<file path="config.mk">
export PLATFORM = sky130hd
export DESIGN_NAME = vruntime_ordered_run_queue
export DESIGN_NICKNAME = d
export VERILOG_FILES = /design/src/rtl/core/vorq_pkg.sv /design/src/rtl/core/vruntime_ordered_run_queue.sv /design/src/rtl/core/vorq_cell.sv
export VERILOG_INCLUDE_DIRS = /design/src /design/src/rtl/core
export SDC_FILE = /design/constraint.sdc
export NUM_CORES = 2
export LEC_CHECK = 0
export ABC_AREA = 1
export BUFFER_PORTS_ARGS = -buffer_cell sky130_fd_sc_hd__buf_2
export CAP_MARGIN = 20
export CORE_AREA = 2 2 588 298
export CTS_CLUSTER_DIAMETER = 60
export DETAILED_ROUTE_END_ITERATION = 8
export DIE_AREA = 0 0 590 300
export HOLD_SLACK_MARGIN = 0.12
export PLACE_DENSITY = 0.72
export SYNTH_ARGS = -nofsm -noshare
export SYNTH_HDL_FRONTEND = slang
export SYNTH_SLANG_ARGS = --single-unit
</file>
<file path="constraint.sdc">
create_clock -name clk -period 12 [get_ports clk]
set_clock_uncertainty 0.1 [all_clocks]
set_input_delay 2.4 -clock clk [delete_from_list [all_inputs] [get_ports clk]]
set_output_delay 2.4 -clock clk [all_outputs]
set_load 0.05 [all_outputs]
</file>
<file path="src/rtl/core/vruntime_ordered_run_queue_assert.svh">
// Assertion macros shared by the run queue RTL
`ifndef VRUNTIME_ORDERED_RUN_QUEUE_ASSERT_SVH
`define VRUNTIME_ORDERED_RUN_QUEUE_ASSERT_SVH

// same-cycle implication
`define VORQ_ASSERT_NOW(lbl, ck, rs, ante, cons, msg) \
  lbl: assert property (@(posedge ck) disable iff (rs) (ante) |-> (cons)) else $error(msg);

// next-cycle implication
`define VORQ_ASSERT_NXT(lbl, ck, rs, ante, cons, msg) \
  lbl: assert property (@(posedge ck) disable iff (rs) (ante) |=> (cons)) else $error(msg);

`endif

</file>
<file path="src/rtl/core/vorq_pkg.sv">
// Package: types and constants of the run queue
`timescale 1ns / 1ps
package vorq_pkg;

  localparam int QUEUE_DEPTH_DEF  = 16;
  localparam int TASK_ID_BITS_DEF = 8;
  localparam int RUNTIME_W        = 64;

  typedef enum logic [1:0] {
    FUNC_INSERT = 2'd0,
    FUNC_REMOVE = 2'd1,
    FUNC_PEEK   = 2'd2,
    FUNC_RSVD   = 2'd3
  } func_t;

  typedef enum logic [1:0] {
    ST_DONE    = 2'd0,
    ST_IGNORED = 2'd1,
    ST_FULL    = 2'd2,
    ST_DUP     = 2'd3
  } status_t;

  typedef struct packed {
    func_t                  func;
    logic [7:0]             task_id;
    logic [RUNTIME_W-1:0]   task_vruntime;
    logic                   task_blocked;
  } request_t;

  typedef struct packed {
    status_t    status;
    logic       head_valid;
    logic [7:0] head_task;
    logic [4:0] running_count;
  } result_t;

  typedef struct packed {
    logic eval;
    logic ins;
    logic rem;
  } cell_op_t;

endpackage

</file>
<file path="src/rtl/core/vruntime_ordered_run_queue.sv">
// Top level: run queue of task identifiers sorted by virtual runtime
// Usage:
//   Drive request and raise start; the item is taken at a rising edge with
//   start high and busy low. insert places a runnable task behind every entry
//   whose runtime is not greater; remove takes a task out by identifier;
//   peek changes nothing. Each item yields one result on result, marked by
//   done for exactly one cycle, with status, head task and entry count.
//   An item passes through compare (every slot compares its entry
//   against the key at once), then update (slots shift in parallel);
//   done rises as update ends. busy is high only in the compare state,
//   so a new item can be taken in the update state of the one before.
//   The slots form a chain; each moves data to or from its neighbours.
//   Reset empties the queue (count to zero); entry storage is not cleared.
//   The receiver cannot stall: each result is valid for its one done cycle.
`timescale 1ns / 1ps
`include "vruntime_ordered_run_queue_assert.svh"
module vruntime_ordered_run_queue #(
  parameter int QUEUE_DEPTH  = vorq_pkg::QUEUE_DEPTH_DEF,
  parameter int TASK_ID_BITS = vorq_pkg::TASK_ID_BITS_DEF
) (
  input  logic               clk,
  input  logic               rst,
  input  logic               start,
  output logic               busy,
  input  vorq_pkg::request_t request,
  output logic               done,
  output vorq_pkg::result_t  result
);

  localparam int CNT_W = $clog2(QUEUE_DEPTH + 1);
  localparam logic [QUEUE_DEPTH-1:0] ONES = {QUEUE_DEPTH{1'b1}};

  typedef enum logic [1:0] {S_IDLE, S_EVAL, S_APPLY} state_t;

  state_t                         state;
  vorq_pkg::request_t             cmd;
  logic [CNT_W-1:0]               count;
  logic [CNT_W-1:0]               count_next;
  vorq_pkg::cell_op_t             op;
  vorq_pkg::status_t              status_next;
  logic                           do_ins;
  logic                           do_rem;
  logic                           any_match;
  logic                           accept;
  logic [TASK_ID_BITS-1:0]        key_id;

  logic [vorq_pkg::RUNTIME_W-1:0] cell_rt      [QUEUE_DEPTH];
  logic [TASK_ID_BITS-1:0]        cell_id      [QUEUE_DEPTH];
  logic [TASK_ID_BITS-1:0]        cell_id_next [QUEUE_DEPTH];
  logic [QUEUE_DEPTH-1:0]         behind;
  logic [QUEUE_DEPTH-1:0]         match;
  logic [QUEUE_DEPTH-1:0]         past;

  assign busy      = (state == S_EVAL);
  assign accept    = start && !busy;
  assign key_id    = TASK_ID_BITS'(cmd.task_id);
  assign any_match = |match;

  for (genvar i = 0; i < QUEUE_DEPTH; i++) begin : g_cell
    logic [vorq_pkg::RUNTIME_W-1:0] p_rt;
    logic [TASK_ID_BITS-1:0]        p_id;
    logic                           p_behind;
    logic [vorq_pkg::RUNTIME_W-1:0] n_rt;
    logic [TASK_ID_BITS-1:0]        n_id;

    if (i == 0) begin : g_first
      assign p_rt     = '0;
      assign p_id     = '0;
      assign p_behind = 1'b0;
    end else begin : g_mid
      assign p_rt     = cell_rt[i-1];
      assign p_id     = cell_id[i-1];
      assign p_behind = behind[i-1];
    end

    if (i == QUEUE_DEPTH - 1) begin : g_last
      assign n_rt = '0;
      assign n_id = '0;
    end else begin : g_inner
      assign n_rt = cell_rt[i+1];
      assign n_id = cell_id[i+1];
    end

    assign past[i] = |(match & (ONES >> (QUEUE_DEPTH - 1 - i)));

    vorq_cell #(
      .IDX          (i),
      .CNT_W        (CNT_W),
      .TASK_ID_BITS (TASK_ID_BITS)
    ) u_cell (
      .clk         (clk),
      .op          (op),
      .count       (count),
      .key_rt      (cmd.task_vruntime),
      .key_id      (key_id),
      .prev_rt     (p_rt),
      .prev_id     (p_id),
      .prev_behind (p_behind),
      .next_rt     (n_rt),
      .next_id     (n_id),
      .past        (past[i]),
      .rt          (cell_rt[i]),
      .id          (cell_id[i]),
      .id_next     (cell_id_next[i]),
      .behind      (behind[i]),
      .match       (match[i])
    );
  end

  always_comb begin
    status_next = vorq_pkg::ST_DONE;
    do_ins      = 1'b0;
    do_rem      = 1'b0;
    unique case (cmd.func)
      vorq_pkg::FUNC_INSERT: begin
        priority if (cmd.task_blocked) begin
          status_next = vorq_pkg::ST_IGNORED;
        end else if (any_match) begin
          status_next = vorq_pkg::ST_DUP;
        end else if (count == CNT_W'(QUEUE_DEPTH)) begin
          status_next = vorq_pkg::ST_FULL;
        end else begin
          do_ins = 1'b1;
        end
      end
      vorq_pkg::FUNC_REMOVE: begin
        if (any_match) begin
          do_rem = 1'b1;
        end else begin
          status_next = vorq_pkg::ST_IGNORED;
        end
      end
      vorq_pkg::FUNC_PEEK: status_next = vorq_pkg::ST_DONE;
      vorq_pkg::FUNC_RSVD: status_next = vorq_pkg::ST_IGNORED;
      default:             status_next = vorq_pkg::ST_IGNORED;
    endcase
  end

  always_comb begin
    op.eval = (state == S_EVAL);
    op.ins  = (state == S_APPLY) && do_ins;
    op.rem  = (state == S_APPLY) && do_rem;
    count_next = count;
    if (op.ins) begin
      count_next = count + CNT_W'(1);
    end else if (op.rem) begin
      count_next = count - CNT_W'(1);
    end
  end

  always_ff @(posedge clk) begin
    if (rst) begin
      state <= S_IDLE;
      count <= '0;
      done  <= 1'b0;
    end else begin
      done <= 1'b0;
      if (accept) begin
        cmd <= request;
      end
      unique case (state)
        S_IDLE: begin
          if (accept) state <= S_EVAL;
        end
        S_EVAL: begin
          state <= S_APPLY;
        end
        S_APPLY: begin
          count                <= count_next;
          done                 <= 1'b1;
          result.status        <= status_next;
          result.head_valid    <= (count_next != '0);
          result.head_task     <= (count_next != '0) ? 8'(cell_id_next[0]) : 8'd0;
          result.running_count <= 5'(count_next);
          state                <= accept ? S_EVAL : S_IDLE;
        end
        default: begin
          state <= S_IDLE;
        end
      endcase
    end
  end

  `VORQ_ASSERT_NXT(a_apply_gives_done, clk, rst, state == S_APPLY, done, "no result after update")
  `VORQ_ASSERT_NOW(a_done_from_apply, clk, rst, done, $past(state == S_APPLY), "stray result strobe")
  `VORQ_ASSERT_NOW(a_count_bound, clk, rst, 1'b1, count <= CNT_W'(QUEUE_DEPTH), "count past depth")
  `VORQ_ASSERT_NXT(a_ins_count, clk, rst, op.ins, count == $past(count) + CNT_W'(1), "ins lost")
  `VORQ_ASSERT_NOW(a_head_valid, clk, rst, done, result.head_valid == |count, "head flag off")

endmodule

</file>
<file path="src/rtl/core/vorq_cell.sv">
// One queue slot: holds an entry, compares against the key, shifts to/from neighbours
`timescale 1ns / 1ps
module vorq_cell #(
  parameter int IDX          = 0,
  parameter int CNT_W        = 5,
  parameter int TASK_ID_BITS = vorq_pkg::TASK_ID_BITS_DEF
) (
  input  logic                           clk,
  input  vorq_pkg::cell_op_t             op,
  input  logic [CNT_W-1:0]               count,
  input  logic [vorq_pkg::RUNTIME_W-1:0] key_rt,
  input  logic [TASK_ID_BITS-1:0]        key_id,
  input  logic [vorq_pkg::RUNTIME_W-1:0] prev_rt,
  input  logic [TASK_ID_BITS-1:0]        prev_id,
  input  logic                           prev_behind,
  input  logic [vorq_pkg::RUNTIME_W-1:0] next_rt,
  input  logic [TASK_ID_BITS-1:0]        next_id,
  input  logic                           past,
  output logic [vorq_pkg::RUNTIME_W-1:0] rt,
  output logic [TASK_ID_BITS-1:0]        id,
  output logic [TASK_ID_BITS-1:0]        id_next,
  output logic                           behind,
  output logic                           match
);

  logic                           occupied;
  logic [vorq_pkg::RUNTIME_W-1:0] rt_next;

  assign occupied = count > CNT_W'(IDX);

  always_comb begin
    rt_next = rt;
    id_next = id;
    if (op.ins && behind) begin
      if (prev_behind) begin
        rt_next = prev_rt;
        id_next = prev_id;
      end else begin
        rt_next = key_rt;
        id_next = key_id;
      end
    end else if (op.rem && past) begin
      rt_next = next_rt;
      id_next = next_id;
    end
  end

  always_ff @(posedge clk) begin
    if (op.eval) begin
      behind <= !occupied || (rt > key_rt);
      match  <= occupied && (id == key_id);
    end
    rt <= rt_next;
    id <= id_next;
  end

endmodule

</file>
* Word level (Yosys, flattened, before mapping) *
Index checks and enable logic that the tools add are counted.

word-level totals
  register bits after elaboration = 1,283
  output and inout bits = 18

cells by class
  add/sub/neg operators = 2
  order comparisons = 32
  equal/unequal tests = 23
  muxes and demuxes = 111
  bitwise gates (word level) = 1
  reduce and logical (&&, ||, !) cells = 120

operators by type and width
  operator                                                        number
  two-way mux 64 bit                                              47
  greater-than comparator 64 bit                                  16
  two-way mux 8 bit                                               47
  equality test 8 bit                                             16
  logical AND 1 bit                                               51
  greater-than comparator 5 x 4 -> 1 bit (second input constant)  8
  nonzero test 2 bit                                              16
  greater-than comparator 5 x 3 -> 1 bit (second input constant)  4
  logical NOT 1 bit                                               17
  logical OR 1 bit                                                16
  OR reduction 16 bit                                             1
  OR reduction 15 bit                                             1
  OR reduction 14 bit                                             1
  OR reduction 13 bit                                             1
  OR reduction 12 bit                                             1
  OR reduction 11 bit                                             1
  greater-than comparator 5 x 1 -> 1 bit (second input constant)  2
  greater-than comparator 5 x 2 -> 1 bit (second input constant)  2
  two-way mux 5 bit                                               2
  OR reduction 10 bit                                             1
  two-way mux 1 bit                                               9
  OR reduction 9 bit                                              1
  two-way mux 2 bit                                               4
  one-hot mux 2 bit (4 select lines)                              1
  other kinds (18)                                                23

* Depth between registers and ports, before layout *
  word-level depth = 8
  gate-level depth with buffers = 16
  mapped depth without buffers = 15

* Hierarchy *
Synthesis repeated with hierarchy kept, for this count alone.

second synthesis, totals
  cells, all modules = 11,437
  area, all modules = 90,966.0 µm²

modules (own cells, without submodules)
  module                            times used  cells each  area each (µm²)  sequential area each (µm²)
  vorq_cell (g_cell[0].u_cell ...)  2           697         5,447.7          2,142.1
  vorq_cell (g_cell[1].u_cell ...)  2           696         5,447.7          2,142.1
  vorq_cell (g_cell[7].u_cell)      1           717         5,506.5          2,142.1
  vorq_cell (g_cell[10].u_cell)     1           711         5,489.0          2,142.1
  vorq_cell (g_cell[8].u_cell)      1           711         5,485.3          2,142.1
  vorq_cell (g_cell[5].u_cell)      1           699         5,452.7          2,142.1
  vorq_cell (g_cell[15].u_cell)     1           700         5,446.5          2,142.1
  vorq_cell (g_cell[11].u_cell)     1           696         5,445.2          2,142.1
  vorq_cell (g_cell[12].u_cell)     1           697         5,444.0          2,142.1
  vorq_cell (g_cell[13].u_cell)     1           695         5,444.0          2,142.1
  vorq_cell (g_cell[4].u_cell)      1           697         5,441.5          2,142.1
  vorq_cell (g_cell[14].u_cell)     1           696         5,440.2          2,142.1
  vorq_cell (g_cell[2].u_cell)      1           695         5,440.2          2,142.1
  vorq_cell (g_cell[6].u_cell)      1           696         5,435.2          2,142.1
  vruntime_ordered_run_queue        1           241         3,704.8          2,892.8

* Least setup slack after synthesis *
OpenSTA, ideal clock, no wires.

  path kind = input-to-reg
  from = in rst
  to = reg cmd[0] (netlist name) (enable)
  library setup time = 0.600 ns
  arrival = 7.764 ns
  data required time = 11.300 ns
  setup slack = 3.537 ns
  stages on the path = 2
  path buffers = 1
  path through = clkbuf_1 -> nor3_1

between the ends
  word-level cells in the longest chain between the ends = 2

RTL lines
  what                           line                               source
  start: declaration             vruntime_ordered_run_queue.sv:22   input logic rst,
  NOT 1 bit (no line)            --
  AND reduction 2 bit (no line)  --
  end signal: assignment         vruntime_ordered_run_queue.sv:159  cmd <= request;
  end: declaration               vruntime_ordered_run_queue.sv:36   vorq_pkg::request_t cmd;

No other way between the ends.
A chain may end at the register's enable or synchronous reset.

* Worst setup path after layout *
  from = reg state[0]
  to = out busy

between the ends
  word-level cells in the longest chain between the ends = 1

RTL lines
  what                          line                               source
  start: declaration            vruntime_ordered_run_queue.sv:35   state_t state;
  start signal: assignment      vruntime_ordered_run_queue.sv:175  state <= accept ? S_EVAL : S_IDLE;
  equality test 2 x 1 -> 1 bit  vruntime_ordered_run_queue.sv:54   assign busy = (state == S_EVAL);
  end: declaration              vruntime_ordered_run_queue.sv:24   output logic busy,

No other way between the ends.

==> out/summary.txt <==
CTS clk-pin slew, worst paths = 0.07 ns
Fin crit share = 35.7%
Total power = 9.52 mW
Internal power = 7.19 mW
Max FO, Critical Path = 3
Io pins = 96
Die Height = 300 um
CTS tree = done
First-pass GRT wire length = 400000 um
DRT iter0 DRCs = 11.6k
Largest area contributor in the netlist = edfxtp_1
EDFF count, synth = 1267
Layout Nets = 10.9k
Final setup vio count = 0
Worst setup EP type = output pin
Hold violation total from the final report = 0
Grt ovf = 0
WL final = 265000 um
Post-CTS Resized = 0
DP HPWL = 199000 um
Worst skew pair latency = 0.76 ns
Clock period minus worst slack = 4.29 ns
Commonest cells post-synth = nand2_1, o21ai_0, edfxtp_1
Via count = 73.6k
Longest Clk Path Bufs = 3
Tot GR Track Use = 29.1%
DIE WIDTH = 590 um
CTS Hold Bufs = 0
Max cap viols = 0
Number of global-route vias before repair = 65.5k
IO Port Bufs = 95
Clock Sink Count = 1283
Initial Utilization = 49.7%
Post-CTS Setup Repair Bufs = 0
CP required = 9.50 ns
Crit Path Category = reg -> out
CORE AREA = 172000 um2
Largest net degree at the start of global routing = 133
Fillcell total = 15.4k
H-tree Lvls = 3
DR pass1 iterations = 7
Syn Area/Cell = 8.54 um2
Total CTS buffers = 120
Via density = 6.02
Clock share of power = 40.7%
# DRC = 0
Remaining antenna violation count after routing = 0
Clock root buffer = clkbuf_16
Row Count = 108
Routed len/inst = 21.7 um
Net Count, Synth = 11.1k
Sequential share of the synthesized area = 44.8%
Unique masters post-synth = 48
Max Fclk = 233 MHz
Psw = 2.32 mW
RSZ-0062 raised after global routing = no
Worst slew margin relative to its limit = 25.2%
GPL Wtd Cong = 0.946
Comb pwr share = 7.1%
DP Worst Slack = 7.26 ns
Synth Warn # = 0
Die Area = 177000 um2
Final worst slack = 7.71 ns
Area contributors post-synth = edfxtp_1, ha_1, nand2_1
Share of cells above drive strength 1 = 4.44%
Initial antenna violation count = 0
Flop pwr share = 52.2%
Area Growth Syn to Fin = 7.02%
CP Launch Type = flip-flop
Outcome = finished clean
VDD IR max = 118 uV
Netlist Area Pre-Place = 85500 um2
Leakage dissipation = 36.8 nW
Min-delay worst type = reg -> reg
Top-count cell post-synth = nand2_1
FF+latch count, synth = 1283
Max-slew violations = 0
Sw frac = 24.4%
FFs w/ async S/R, synth = 0%
Power Dens Cells = 104 nW/um2
Final setup TNS = 0 ns
Data arrival, critical path = 1.79 ns
Gate Count Post-Synth = 10.0k
Synth Flop Type = edfxtp_1
Top-area cell type share of the netlist area = 44.5%
Worst Max-Slew Pin Slew = 1.12 ns
==> power groups by stage <==
stage	Sequential, mW	Combinational [mW]	Clock, mW
after floorplan	5.04	0.428	0
after global placement	5.06	0.609	0
after detailed placement	5.06	0.651	0
after CTS	4.96	0.654	3.89
after global routing	4.96	0.749	4.07
final	4.96	0.678	3.88
==> logic make-up after synthesis <==
kind of cell	count (synthesis)	synth area share, %
simple gates	3838	17.8
mux	1	0.0175
xor+xnor	107	1.10
fa+ha+maj	1030	15.1
flops	1283	44.8
compound gates	2876	17.0
buf+inv	885	4.13
==> sequential cells by signal (all words and copies together) (netlist names), 2 cells and up <==
register              cells
g_cell.u_cell.rt       1024
g_cell.u_cell.id        128
cmd                      67
g_cell.u_cell.behind     16
g_cell.u_cell.match      16
result                   16
key_id                    8
count                     5
state                     2
==> layout make-up <==
cell class / instances / area [um2] / share of cell area [%]
Clock buffer: 158 / 3240 / 3.54
Clock inverter: 63 / 507 / 0.554
Inverter: 329 / 1260 / 1.38
Timing Repair Buffer: 219 / 1430 / 1.56
Antenna cell: 1 / 2.50 / 0.00273
Tap cell: 2310 / 2890 / 3.16
Sequential cell: 1283 / 38400 / 41.9
Multi-Input combinational cell: 7852 / 43900 / 47.9
==> per-layer routing <==
metal | up-vias | part of all wire [%] | global-route usage [%] | wire length (um)
li1 | 34900 | - | - | -
met1 | 33300 | 48 | 51.3 | 127000
met2 | 5079 | 33 | 32.7 | 87000
met3 | 306 | 18 | 8.16 | 46800
met4 | 0 | 1.7 | 5.31 | 4500
met5 | - | 0 | 0 | 0
==> stage by stage <==
step | hold WS (ns) | instances | area (um2) | utilization, %
global route | 0.430 | 12200 | 91500 | 53.2
finish | 0.407 | 12200 | 91500 | 53.2
CTS | 0.407 | 12200 | 91500 | 53.2
detailed placement | 0.398 | 12000 | 87800 | 51.0
floorplan | 0.319 | 10000 | 85500 | -
global placement | 0.398 | 12000 | 87800 | 51.0
==> path summary, 6_finish.rpt <==
check,slack [ns],startpoint,cells past startpoint,to
min,0.41,state[1]$_SDFFE_PP0P_,1,state[1]$_SDFFE_PP0P_
min reg2reg,0.41,state[1]$_SDFFE_PP0P_,1,state[1]$_SDFFE_PP0P_
max,7.71,state[0]$_SDFFE_PP0P_,3,busy
max reg2reg,7.82,g_cell[0].u_cell.match$_DFFE_PP_,9,g_cell[14].u_cell.rt[35]$_DFFE_PP_
==> layout by cell type (no fill, tap or decap), drive strengths merged, types with 19 or more instances in the layout <==
| cell type | Yosys | layout |
|---|---|---|
| ha | 1030 | 1030 |
| o21ai | 2253 | 2253 |
| a21o | 19 | 19 |
| a21oi | 550 | 550 |
| clkbuf | 428 | 159 |
| xnor2 | 72 | 72 |
| xor2 | 35 | 35 |
| inv | 263 | 261 |
| buf | 128 | 218 |
| nand2 | 2944 | 2944 |
| clkinv | 66 | 122 |
| nand3 | 151 | 151 |
| o21a | 21 | 21 |
| nor4 | 36 | 36 |
| nand4 | 145 | 145 |
| edfxtp | 1267 | 1267 |
| nor3 | 34 | 34 |
| nor2 | 513 | 513 |
==> worst max-delay path: stages, from the launching register on <==
cell and delay, ns:
dfxtp_1 0.43, inv_2 0.09, nor2_4 0.18, buf_2 0.32
No activity file was read; power rests on OpenSTA's default activity.
